--- src/rtl/bbc_pkg.sv ---
// Package: shared constants, types and bracket decode functions for the bracket checker.
package bbc_pkg;

  localparam int STACK_DEPTH_DEF = 64;
  localparam logic [7:0] END_MARKER_RST = 8'd35;

  localparam logic [7:0] CH_OPEN_PAR = 8'h28;
  localparam logic [7:0] CH_CLOSE_PAR = 8'h29;
  localparam logic [7:0] CH_OPEN_SQR = 8'h5B;
  localparam logic [7:0] CH_CLOSE_SQR = 8'h5D;
  localparam logic [7:0] CH_OPEN_CRL = 8'h7B;
  localparam logic [7:0] CH_CLOSE_CRL = 8'h7D;
  localparam logic [7:0] CH_OPEN_ANG = 8'h3C;
  localparam logic [7:0] CH_CLOSE_ANG = 8'h3E;

  localparam logic [15:0] POS_MAX = 16'hFFFF;

  typedef enum logic [1:0] {
    V_MISMATCH = 2'd0,
    V_OVERFLOW = 2'd1,
    V_BALANCED = 2'd2,
    V_MISSING  = 2'd3
  } verdict_t;

  typedef enum logic {
    ST_RUN,
    ST_DRAIN
  } state_t;

  typedef struct packed {
    logic       push;
    logic       pop;
    logic [1:0] code;
  } stk_op_t;

  typedef struct packed {
    logic       hit;
    logic [1:0] code;
  } pair_t;

  function automatic pair_t opener_decode(input logic [7:0] c);
    pair_t p;
    p.hit = 1'b1;
    p.code = 2'd0;
    case (c)
      CH_OPEN_PAR: p.code = 2'd0;
      CH_OPEN_SQR: p.code = 2'd1;
      CH_OPEN_CRL: p.code = 2'd2;
      CH_OPEN_ANG: p.code = 2'd3;
      default:     p.hit = 1'b0;
    endcase
    return p;
  endfunction

  function automatic pair_t closer_decode(input logic [7:0] c);
    pair_t p;
    p.hit = 1'b1;
    p.code = 2'd0;
    case (c)
      CH_CLOSE_PAR: p.code = 2'd0;
      CH_CLOSE_SQR: p.code = 2'd1;
      CH_CLOSE_CRL: p.code = 2'd2;
      CH_CLOSE_ANG: p.code = 2'd3;
      default:      p.hit = 1'b0;
    endcase
    return p;
  endfunction

  function automatic logic [7:0] closer_char(input logic [1:0] code);
    logic [7:0] c;
    unique case (code)
      2'd0:    c = CH_CLOSE_PAR;
      2'd1:    c = CH_CLOSE_SQR;
      2'd2:    c = CH_CLOSE_CRL;
      default: c = CH_CLOSE_ANG;
    endcase
    return c;
  endfunction

endpackage

--- src/rtl/bbc_if.sv ---
// Interfaces: character request, result request and end-marker write channels.
interface bbc_in_if;
  logic       valid;
  logic       ready;
  logic [7:0] char_in;
  modport source (output valid, output char_in, input ready);
  modport sink (input valid, input char_in, output ready);
endinterface

interface bbc_out_if;
  logic        valid;
  logic        ready;
  logic [1:0]  verdict;
  logic [15:0] position;
  logic [7:0]  char_out;
  logic        last;
  modport source (output valid, output verdict, output position, output char_out,
                  output last, input ready);
  modport sink (input valid, input verdict, input position, input char_out,
                input last, output ready);
endinterface

interface bbc_cfg_if;
  logic       valid;
  logic       ready;
  logic [7:0] end_marker;
  modport source (output valid, output end_marker, input ready);
  modport sink (input valid, input end_marker, output ready);
endinterface

--- src/rtl/bbc_cell.sv ---
// One stack cell: holds a pair code, shifts down on push and up on pop.
module bbc_cell (
  input  logic            clk,
  input  bbc_pkg::stk_op_t op,
  input  logic [1:0]      from_prev,
  input  logic [1:0]      from_next,
  output logic [1:0]      code_r
);
  import bbc_pkg::*;

  logic [1:0] code_nxt;

  always_comb begin
    code_nxt = code_r;
    if (op.push) begin
      code_nxt = from_prev;
    end else if (op.pop) begin
      code_nxt = from_next;
    end
  end

  always_ff @(posedge clk) begin
    code_r <= code_nxt;
  end

endmodule

--- src/rtl/bbc_stack.sv ---
// Bracket stack as a row of shifting cells; the top of stack sits in cell 0.
module bbc_stack #(
  parameter int DEPTH = bbc_pkg::STACK_DEPTH_DEF
) (
  input  logic             clk,
  input  bbc_pkg::stk_op_t op,
  output logic [1:0]       top_code
);
  import bbc_pkg::*;

  logic [1:0] code [DEPTH];

  for (genvar i = 0; i < DEPTH; i++) begin : g_cell
    logic [1:0] prev_code;
    logic [1:0] next_code;
    if (i == 0) begin : g_first
      assign prev_code = op.code;
    end else begin : g_mid
      assign prev_code = code[i-1];
    end
    if (i == DEPTH - 1) begin : g_end
      assign next_code = 2'd0;
    end else begin : g_inner
      assign next_code = code[i+1];
    end
    bbc_cell u_cell (
      .clk       (clk),
      .op        (op),
      .from_prev (prev_code),
      .from_next (next_code),
      .code_r    (code[i])
    );
  end

  assign top_code = code[0];

endmodule

--- src/rtl/bracket_balance_checker_top.sv ---
// Top level: bracket balance checker with a shifting cell stack and registered result output.
// One character is taken per cycle; openers push and matching closers pop the cell row in
// that cycle. An end marker with N open brackets left, and no mismatch since the last end
// marker, yields N missing-closer results, one per cycle while each is taken, as the row
// shifts up; no character is taken during that drain. Any cycle in which a result waits
// untaken holds off the next character. The end marker register can be written in any cycle.
module bracket_balance_checker_top #(
  parameter int STACK_DEPTH = bbc_pkg::STACK_DEPTH_DEF
) (
  input logic         clk,
  input logic         rst_n,
  bbc_in_if.sink      in_if,
  bbc_out_if.source   out_if,
  bbc_cfg_if.sink     cfg_if
);
  import bbc_pkg::*;

  localparam int CNT_W = $clog2(STACK_DEPTH + 1);
  localparam logic [CNT_W-1:0] CNT_FULL = CNT_W'(STACK_DEPTH);
  localparam logic [CNT_W-1:0] CNT_ONE = CNT_W'(1);

  state_t           state_r, state_nxt;
  logic [CNT_W-1:0] stk_cnt_r, stk_cnt_nxt;
  logic [15:0]      char_cnt_r, char_cnt_nxt;
  logic [15:0]      end_pos_r, end_pos_nxt;
  logic             skip_r, skip_nxt;
  logic [7:0]       end_marker_r;

  logic             out_valid_r, out_valid_nxt;
  verdict_t         verdict_r, verdict_nxt;
  logic [15:0]      pos_r, pos_nxt;
  logic [7:0]       char_out_r, char_out_nxt;
  logic             last_r, last_nxt;

  logic             out_free;
  logic             accept;
  logic             is_end;
  logic [15:0]      cnt_inc;
  pair_t            opn, cls;
  stk_op_t          op;
  logic [1:0]       top_code;
  logic             emit;

  bbc_stack #(.DEPTH(STACK_DEPTH)) u_stack (
    .clk      (clk),
    .op       (op),
    .top_code (top_code)
  );

  assign out_free = !out_valid_r || out_if.ready;
  assign in_if.ready = (state_r == ST_RUN) && out_free;
  assign accept = in_if.valid && in_if.ready;
  assign is_end = (in_if.char_in == end_marker_r);
  assign cnt_inc = (char_cnt_r == POS_MAX) ? char_cnt_r : char_cnt_r + 16'd1;
  assign opn = opener_decode(in_if.char_in);
  assign cls = closer_decode(in_if.char_in);
  assign cfg_if.ready = 1'b1;

  always_comb begin
    state_nxt = state_r;
    unique case (state_r)
      ST_RUN: begin
        if (accept && is_end && !skip_r && (stk_cnt_r != '0)) begin
          state_nxt = ST_DRAIN;
        end
      end
      ST_DRAIN: begin
        if (out_free && (stk_cnt_r == CNT_ONE)) begin
          state_nxt = ST_RUN;
        end
      end
      default: state_nxt = ST_RUN;
    endcase
  end

  always_comb begin
    stk_cnt_nxt  = stk_cnt_r;
    char_cnt_nxt = char_cnt_r;
    end_pos_nxt  = end_pos_r;
    skip_nxt     = skip_r;
    op.push      = 1'b0;
    op.pop       = 1'b0;
    op.code      = opn.code;
    emit         = 1'b0;
    verdict_nxt  = verdict_r;
    pos_nxt      = pos_r;
    char_out_nxt = char_out_r;
    last_nxt     = last_r;
    unique case (state_r)
      ST_RUN: begin
        if (accept) begin
          char_cnt_nxt = cnt_inc;
          pos_nxt      = cnt_inc;
          char_out_nxt = in_if.char_in;
          last_nxt     = 1'b1;
          if (is_end) begin
            char_cnt_nxt = '0;
            skip_nxt     = 1'b0;
            end_pos_nxt  = cnt_inc;
            if (!skip_r && (stk_cnt_r == '0)) begin
              emit        = 1'b1;
              verdict_nxt = V_BALANCED;
            end
            if (skip_r) begin
              stk_cnt_nxt = '0;
            end
          end else if (!skip_r) begin
            if (opn.hit) begin
              if (stk_cnt_r == CNT_FULL) begin
                emit        = 1'b1;
                verdict_nxt = V_OVERFLOW;
              end else begin
                op.push     = 1'b1;
                stk_cnt_nxt = stk_cnt_r + CNT_ONE;
              end
            end else if (cls.hit) begin
              if ((stk_cnt_r != '0) && (top_code == cls.code)) begin
                op.pop      = 1'b1;
                stk_cnt_nxt = stk_cnt_r - CNT_ONE;
              end else begin
                emit        = 1'b1;
                verdict_nxt = V_MISMATCH;
                skip_nxt    = 1'b1;
              end
            end
          end
        end
      end
      ST_DRAIN: begin
        if (out_free) begin
          emit         = 1'b1;
          op.pop       = 1'b1;
          stk_cnt_nxt  = stk_cnt_r - CNT_ONE;
          verdict_nxt  = V_MISSING;
          pos_nxt      = end_pos_r;
          char_out_nxt = closer_char(top_code);
          last_nxt     = (stk_cnt_r == CNT_ONE);
        end
      end
      default: ;
    endcase
    if (emit) begin
      out_valid_nxt = 1'b1;
    end else if (out_if.ready) begin
      out_valid_nxt = 1'b0;
    end else begin
      out_valid_nxt = out_valid_r;
    end
  end

  always_ff @(posedge clk) begin
    if (!rst_n) begin
      state_r      <= ST_RUN;
      stk_cnt_r    <= '0;
      char_cnt_r   <= '0;
      skip_r       <= 1'b0;
      out_valid_r  <= 1'b0;
      end_marker_r <= END_MARKER_RST;
    end else begin
      state_r     <= state_nxt;
      stk_cnt_r   <= stk_cnt_nxt;
      char_cnt_r  <= char_cnt_nxt;
      skip_r      <= skip_nxt;
      out_valid_r <= out_valid_nxt;
      if (cfg_if.valid) begin
        end_marker_r <= cfg_if.end_marker;
      end
    end
  end

  always_ff @(posedge clk) begin
    end_pos_r  <= end_pos_nxt;
    verdict_r  <= verdict_nxt;
    pos_r      <= pos_nxt;
    char_out_r <= char_out_nxt;
    last_r     <= last_nxt;
  end

  assign out_if.valid    = out_valid_r;
  assign out_if.verdict  = verdict_r;
  assign out_if.position = pos_r;
  assign out_if.char_out = char_out_r;
  assign out_if.last     = last_r;

endmodule

--- src/flat_wrapper.sv ---
// flat-port wrapper written by rule: the top's interface ports become plain ports
module bracket_balance_checker_top_flat import bbc_pkg::*;
#(
  parameter int STACK_DEPTH = bbc_pkg::STACK_DEPTH_DEF
)
  (clk, rst_n, in_if_valid, in_if_char_in, in_if_ready, out_if_valid, out_if_verdict, out_if_position, out_if_char_out, out_if_last, out_if_ready, cfg_if_valid, cfg_if_end_marker, cfg_if_ready);
  bbc_in_if in_if_i ();
  bbc_out_if out_if_i ();
  bbc_cfg_if cfg_if_i ();
  input logic clk;
  input logic rst_n;
  input wire logic [$bits(in_if_i.valid)-1:0] in_if_valid;
  input wire logic [$bits(in_if_i.char_in)-1:0] in_if_char_in;
  output wire logic [$bits(in_if_i.ready)-1:0] in_if_ready;
  output wire logic [$bits(out_if_i.valid)-1:0] out_if_valid;
  output wire logic [$bits(out_if_i.verdict)-1:0] out_if_verdict;
  output wire logic [$bits(out_if_i.position)-1:0] out_if_position;
  output wire logic [$bits(out_if_i.char_out)-1:0] out_if_char_out;
  output wire logic [$bits(out_if_i.last)-1:0] out_if_last;
  input wire logic [$bits(out_if_i.ready)-1:0] out_if_ready;
  input wire logic [$bits(cfg_if_i.valid)-1:0] cfg_if_valid;
  input wire logic [$bits(cfg_if_i.end_marker)-1:0] cfg_if_end_marker;
  output wire logic [$bits(cfg_if_i.ready)-1:0] cfg_if_ready;
  assign in_if_i.valid = in_if_valid;
  assign in_if_i.char_in = in_if_char_in;
  assign in_if_ready = in_if_i.ready;
  assign out_if_valid = out_if_i.valid;
  assign out_if_verdict = out_if_i.verdict;
  assign out_if_position = out_if_i.position;
  assign out_if_char_out = out_if_i.char_out;
  assign out_if_last = out_if_i.last;
  assign out_if_i.ready = out_if_ready;
  assign cfg_if_i.valid = cfg_if_valid;
  assign cfg_if_i.end_marker = cfg_if_end_marker;
  assign cfg_if_ready = cfg_if_i.ready;
  bracket_balance_checker_top #(.STACK_DEPTH(STACK_DEPTH)) u_core (.clk(clk), .rst_n(rst_n), .in_if(in_if_i), .out_if(out_if_i), .cfg_if(cfg_if_i));
endmodule
--- config.mk ---
export PLATFORM = sky130hd
export DESIGN_NAME = bracket_balance_checker_top_flat
export DESIGN_NICKNAME = d
export VERILOG_FILES = /design/src/rtl/bbc_pkg.sv /design/src/rtl/bbc_if.sv /design/src/rtl/bbc_cell.sv /design/src/rtl/bbc_stack.sv /design/src/rtl/bracket_balance_checker_top.sv /design/src/flat_wrapper.sv
export SDC_FILE = /design/constraint.sdc
export NUM_CORES = 1
export LEC_CHECK = 0
export BUFFER_PORTS_ARGS = -buffer_cell sky130_fd_sc_hd__buf_2
export CAP_MARGIN = 5
export CELL_PAD_IN_SITES_DETAIL_PLACEMENT = 0
export CELL_PAD_IN_SITES_GLOBAL_PLACEMENT = 2
export CORE_UTILIZATION = 40
export CTS_CLUSTER_SIZE = 8
export DETAILED_ROUTE_END_ITERATION = 12
export PLACE_DENSITY = 0.83
export SYNTH_ARGS = -nofsm -noshare
export SYNTH_HDL_FRONTEND = slang
export SYNTH_HIERARCHICAL = 1
export SYNTH_SLANG_ARGS = --single-unit
--- constraint.sdc ---
create_clock -name clk -period 5.1 [get_ports clk]
set_input_delay 0.255 -clock clk [delete_from_list [all_inputs] [get_ports clk]]
set_output_delay 0.255 -clock clk [all_outputs]
set_load 0.01 [all_outputs]
Yosys cells after proc, flatten, opt, wreduce, memory -nomap -nowiden. Cells that the tools add are included.

Flip-flop bits (word level): 205. Output and inout port bits: 30. Input port bits: 21. Word-level logic and storage cells: 319.

Eq/ne operators: 25. Mux-type cells: 192. Bitwise operators: 1. Reductions and logical operators: 23. $add $sub $neg: 3.

Operators with widths (number): $mux 2 (140); $mux 16 (4); $mux 7 (9); $eq 8x6->1 const B (4); $eq 8x7->1 const B (4); $pmux 16 s2 (1); $mux 1 (26); $pmux 7 s3 (1); $add 16x1->16 const B (1); $eq 16x16->1 const B (1); $mux 8 (2); $pmux 8 s2 (1); $pmux 7 s2 (1); $reduce_and 7->1 (2); $pmux 2 s3 (2); $eq 8x8->1 (1); $logic_and 1x1->1 (8); $ne 4x2->1 const B (2); $ne 4x3->1 const B (2); $pmux 1 s2 (4); $reduce_or 4->1 (2); $add 7x1->7 const B (1); $eq 7x1->1 const B (1); $eq 7x7->1 const B (1); 19 further kinds (23).

Depth between registers and ports, before layout. Gate-level depths: netlist (run 1).

Word-level depth: 13. Gate-level depth with buffers: 10. Depth with buffers taken out: 10.

Cells and area by module. Netlist (run 1), hierarchy kept.

By module, submodules not included: bbc_cell (instances 64, area each 88.8 µm², seq. area each 60.1 µm², cells an instance 5); bracket_balance_checker_top (instances 1, area each 4107.7 µm², seq. area each 1971.9 µm², cells an instance 396); bbc_stack (instances 1, area each 3.8 µm², seq. area each 0.0 µm², cells an instance 1).

Worst setup path after synthesis (run 1). OpenSTA, ideal clock, no wires.

Path type: flip-flop to flip-flop. Start: register u_core.out_valid_r, in the netlist u_core/out_if.valid. End: register u_core.u_stack.g_cell[0].u_cell.code_r[0], enable pin. Setup time: 310 ps. Arrival: 5215 ps. Period minus slack after synthesis: 5525 ps. Data required time: 4790 ps. Slack: -425 ps. Stages on the path, launching flop included: 7. Path buffers: 0. Cell sequence: dfxtp_1 > or2b_2 > nor2b_1 > nand2_1 > nor2_1 > and3_1 > or2_2.

RTL lines: from (decl) (line bracket_balance_checker_top.sv:29) `logic out_valid_r, out_valid_nxt;`; from (signal assigned) (line bracket_balance_checker_top.sv:164) `out_valid_r <= out_valid_nxt;`; to (signal assigned) (line bbc_cell.sv:23) `code_r <= code_nxt;`; to (decl) (line bbc_cell.sv:7) `output logic [1:0] code_r`.

==> metrics.cfg, run 1 <==
[outcome]
outcome=finished, final reports clean

[clocking]
cts.sinks=205
root_buffer=clkbuf_16
cts.path.max_buffers=3
htreeDepth=1
post_cts_resized=0
clkTransAtPathRegs_ns=0.05
clk_latency_ns=0.54
cts_tree=done
cts_made_buffers=29

[timing]
setup_viol=0
slew_headroom=0.199
finalMaxSlewViolations=0
clock.fmax_mhz=281
finalCritPeriodShare=0.699
rsz0062_at_grt=false
fin_setup_tns_ns=0
finClkSkew_ns=0.00925
fin_crit_ns=3.57
worstMarginPinSlew_ns=1.20
hold_violations=0

[setup_path]
crit_path_max_fanout=99
cp-start-kind=register
cp.arrival_ns=3.85
crit_required_ns=5.38
critPathKind=register to register
end_kind=register

[layout]
layout-drive-gt1-share=0.395
area_growth_pct=14.3
n_antenna_cell=0
fin_nets=813

[power]
power.total_w=0.00399
p_leak_nw=3.95
vdd_drop_max_v=0.000236
powerDensity_nw_per_um2=357

[global_route]
first_global_vias=5948
gr-total-overflow=0
use_met3=0.0302
grt_max_degree=100
track_usage=0.159
grt_use_met2=0.260
grt_pass1_wl_um=31200
antenna_found_initial=1
grt_busiest_layer=met2
met1_usage=0.213

[route]
ant_nets=0
via_per_inst=5.31
drtIter0Drc=327
vias=5909
drcViolationCount=0
wl_per_cell_um=17.3
wl_um=19200
firstDrtPassIters=4

[floorplan]
die_width_um=159
core-area_um2=23800
rows=56
design.die.area_um2=25100
start_util=0.412
io_pins=51
die_h_um=159

[logic_synthesis]
synth_common_cells=171 x edfxtp_1, 145 x mux2_2, 66 x or2_2, 35 x nand2_1, 34 x dfxtp_1
postSynthCellCount=717
syn_area_um2=9800
ys_types=64
synth_top_area_frac=0.524
post-synth-top-count-cell=edfxtp_1
synth_area_leaders=edfxtp_1 52%, mux2_2 17%, dfxtp_1 6.9%, or2_2 4.2%, xnor2_1 1.4%
synth_area_leader_cell=edfxtp_1
synth_async_sr_flop_share=0
synthFlopType=edfxtp_1
yosys_warnings=6
avgSynthCellArea_um2=13.7
yosysSeqAreaShare=0.594
ys_ff_latch=205
synth_edf_count=171

[place]
place_hpwl_um=13000
port_buffers=49
place_congestion=0.768

[run]
max-cap-violations=0

[worst_hold_path]
holdCritPathClass=primary input to register

[state kept, by name (all words and copies together) (netlist names)]
register and cells:
u_core/out_if.valid 1, u_core/end_pos_r 16, u_core/stk_cnt_r 7, u_core/out_if.verdict 2
u_core/out_if.position 16, u_core/skip_r 1, u_core/char_cnt_r 16, u_core/out_if.char_out 8
u_core/end_marker_r 8, u_core/u_stack/g_cell.u_cell/code_r 128, u_core/state_r 1, u_core/out_if.last 1
[per-stage QoR]
step	instance area (um^2)	hold slack, ns	setup WS [ns]	util	instances
after floorplan	9800	0.384	1.35	-	718
after global placement	10300	0.471	1.72	0.434	1063
after detailed placement	10300	0.480	1.55	0.434	1063
after CTS	11200	0.0159	1.54	0.471	1112
after global routing	11200	0.0532	1.23	0.471	1112
final	11200	0.0454	1.53	0.471	1112
[final timing paths]
kind                                                         start                                              endpoint  slack (ns)  cells after the start
worst max-delay path                     u_core/state_r$_SDFF_PN0_  u_core/u_stack/g_cell[57].u_cell/code_r[1]$_DFFE_PP_        1.53                      7
worst min-delay path                                         rst_n                   u_core/end_marker_r[5]$_SDFFE_PN1P_        0.05                      2
worst max register to register           u_core/state_r$_SDFF_PN0_  u_core/u_stack/g_cell[57].u_cell/code_r[1]$_DFFE_PP_        1.53                      7
worst min register to register  u_core/char_cnt_r[12]$_SDFFE_PN0P_                    u_core/char_cnt_r[12]$_SDFFE_PN0P_        0.49                      2
[critical path: stages (launching register included)]
cell,delay [ns]
dfxtp_1,0.29
buf_4,0.27
nor2b_1,0.28
nand2_1,0.46
nor2_1,0.23
and3_4,0.91
buf_4,0.44
mux2_2,0.38
[placed cells by master (no fill, tap or decap), drive strengths merged, types with 2 or more instances in the layout]
cell / n
inv: 11
xor2: 14
clkbuf: 39
o21a: 3
o22ai: 6
a22oi: 6
a21oi: 18
or2: 67
buf: 53
or2b: 2
mux2: 145
conb: 3
nor4: 7
a32o: 5
nand4b: 2
mux2i: 11
nor2b: 3
nand2b: 5
nand3: 14
nand3b: 3
or3b: 2
nand2: 36
dfxtp: 34
and3: 3
dlygate4sd3: 9
edfxtp: 171
nor3: 19
xnor2: 16
o31ai: 3
nand4: 4
or3: 5
o21ai: 11
and2: 2
ha: 8
nor2: 34
[routing by layer]
layer | up-vias | wire length, um | share of wire
met1 | 2929 | 8850 | 0.46
met3 | 34 | 941 | 0.049
met2 | 130 | 9080 | 0.47
met4 | 0 | 370 | 0.019
li1 | 2816 | - | -
met5 | - | 0 | 0
[layout make-up]
cell class,instances,area [um^2]
clock buffer,39,773
clock inverter,1,20.0
fill,2096,12600
inverter,11,41.3
multi-input combinational,475,3770
sequential,205,5820
tap,319,399
timing repair buffer,62,378
[repair_timing]
item / CTS / global route
buffers inserted: 0 / 0
hold buffers: 9 / 0
hold endpoints to repair: 9 / 0
[power breakdown]
| group | switching, W | internal (W) | leakage, nW |
|---|---|---|---|
| Combinational | 0.000191 | 0.000143 | 1.78 |
| Clock | 0.000650 | 0.00103 | 0.385 |
| Sequential | 0.0000435 | 0.00193 | 1.78 |
| Total | 0.000885 | 0.00311 | 3.95 |
[cell families after synthesis]
kind of cell	Yosys count	synth area share
AO/OA/AOI/OAI	66	0.0504
buffers and inverters	38	0.0231
flip-flops	205	0.594
multiplexers	156	0.178
XOR/XNOR	30	0.0268
AND/OR/NAND/NOR	212	0.117
other	2	0.000767
adder cells (fa/ha/maj)	8	0.0102
(Power assumes the default switching activity.)
==> inputs of run 2 (changes only) <==
==> constraint.sdc (replaced) <==
create_clock -name clk -period 3 [get_ports clk]
set_input_delay 0.15 -clock clk [delete_from_list [all_inputs] [get_ports clk]]
set_output_delay 0.15 -clock clk [all_outputs]
set_load 0.01 [all_outputs]
==> metrics.cfg, run 2 (same netlist as run 1, synthesis figures left out) <==
[outcome]
outcome=finished, final reports clean

[place]
place_congestion=0.824
dp.cells=1069
dp_worst_setup_slack_ns=0.414
place_hpwl_um=12700
port_buffers=49
placed_cell_area_um2=10400

[timing]
setup_viol=0
finalMaxSlewViolations=0
clock.fmax_mhz=408
worstMarginPinSlew_ns=0.575
finClkSkew_ns=0.0162
setup_slack_ns=0.552
fin_setup_tns_ns=0
fin_crit_ns=2.45
finalCritPeriodShare=0.816
hold_violations=0
rsz0062_at_grt=false
slew_headroom=0.617

[global_route]
antenna_found_initial=0
first_global_vias=6002
grt_pass1_wl_um=30900
gr-total-overflow=0
track_usage=0.156
grt_max_degree=135

[clocking]
post_cts_resized=0
cts_tree=done
clk_latency_ns=0.54
cts.sinks=205
cts.path.max_buffers=3
root_buffer=clkbuf_16
cts_hold_buffers=12
htreeDepth=1
cts_setup_buffers=0
clkTransAtPathRegs_ns=0.05
cts_made_buffers=29

[floorplan]
design.die.area_um2=25100
rows=56
die_width_um=159
io_pins=51
core-area_um2=23800
die_h_um=159
start_util=0.412

[setup_path]
cp_cell_sequence=xor2_1 -> nor4_1 -> nand2_1 -> nand2_2 -> nor3_1 -> nand2_1 -> nand2_1 -> buf_12 -> or2_2
critPathKind=register to register
crit_required_ns=3.27
cp-start-kind=register
worst_path_largest_cell_delay_ns=0.41
end_kind=register
cp_common_cell=nand2_1
timing.reg2reg.setup_slack_ns=0.55
cp.arrival_ns=2.72
slowest_stage=nor4_1
crit_path_max_fanout=64

[route]
ant_nets=0
wl_per_cell_um=16.9
wl_um=19200
via_per_inst=5.19
drcViolationCount=0
vias=5890
drtIter0Drc=287
firstDrtPassIters=4

[layout]
fin_nets=822
n_antenna_cell=0
nFillCells=2104
area_growth_pct=15.7
final_area_um2=11300
largest_reg_flops=128
layout-drive-gt1-share=0.391
mostFrequentLayoutCells=171 x edfxtp_1, 145 x mux2_2, 66 x or2_2
regMostFlops=u_core/u_stack/g_cell.u_cell/code_r
mostFrequentLayoutCell=edfxtp_1
stdcell_count=1134

[run]
max-cap-violations=0

[worst_hold_path]
holdCritPathClass=primary input to register

[power]
powerDensity_nw_per_um2=609
p_leak_nw=4.01
vdd_drop_max_v=0.000397
power.total_w=0.00690

==> run 2: changes by cell type in the layout (fill, tap and decap cells not counted), sizes merged <==
| cell | before | now |
|---|---|---|
| clkbuf | 39 | 51 |
| dlygate4sd3 | 9 | 12 |
| clkinv | 1 | 2 |
| buf | 53 | 59 |
==> run 2: power by group <==
part / total, W / internal, W / switching (W)
logic: 0.000581 / 0.000257 / 0.000324
registers: 0.00335 / 0.00328 / 0.0000781
clock network: 0.00297 / 0.00181 / 0.00116
total: 0.00690 / 0.00534 / 0.00156
==> run 2: path summary, 6_finish.rpt <==
path | startpoint | end | cells past startpoint
setup / recovery | u_core/end_marker_r[0]$_SDFFE_PN1P_ | u_core/u_stack/g_cell[47].u_cell/code_r[0]$_DFFE_PP_ | 9
hold / removal | rst_n | u_core/char_cnt_r[3]$_SDFFE_PN0P_ | 3
setup reg to reg | u_core/end_marker_r[0]$_SDFFE_PN1P_ | u_core/u_stack/g_cell[47].u_cell/code_r[0]$_DFFE_PP_ | 9
hold reg to reg | u_core/char_cnt_r[12]$_SDFFE_PN0P_ | u_core/char_cnt_r[12]$_SDFFE_PN0P_ | 2
==> run 2: cell type report <==
cell class	count	area, um^2	share of cell area
flip-flops and latches	205	5820	0.513
multi-input cells	475	3770	0.332
clock buffers	51	808	0.0713
repair buffers	71	478	0.0422
well taps	319	399	0.0352
inverters	11	41.3	0.00364
clock inverters	2	25.0	0.00221
==> run 2: critical path, delay by kind of cell (launching register included) <==
family	cells	cell delay, ns
xor+xnor	1	0.16
buf+inv	1	0.20
flops	1	0.32
simple gates	7	1.48
==> run 2: routing by layer <==
| metal | up-vias | part of all wire | track usage |
|---|---|---|---|
| li1 | 2844 | - | - |
| met3 | 37 | 0.042 | 0.0291 |
| met4 | 0 | 0.021 | 0.0449 |
| met5 | - | 0 | 0 |
| met1 | 2884 | 0.47 | 0.211 |
| met2 | 125 | 0.47 | 0.254 |
==> run 2: metrics by stage <==
stage / hold slack [ns] / util
after floorplan: 0.279 / -
after global placement: 0.372 / 0.437
after detailed placement: 0.382 / 0.437
after CTS: 0.0322 / 0.477
after global routing: 0.0446 / 0.477
final: 0.0535 / 0.477
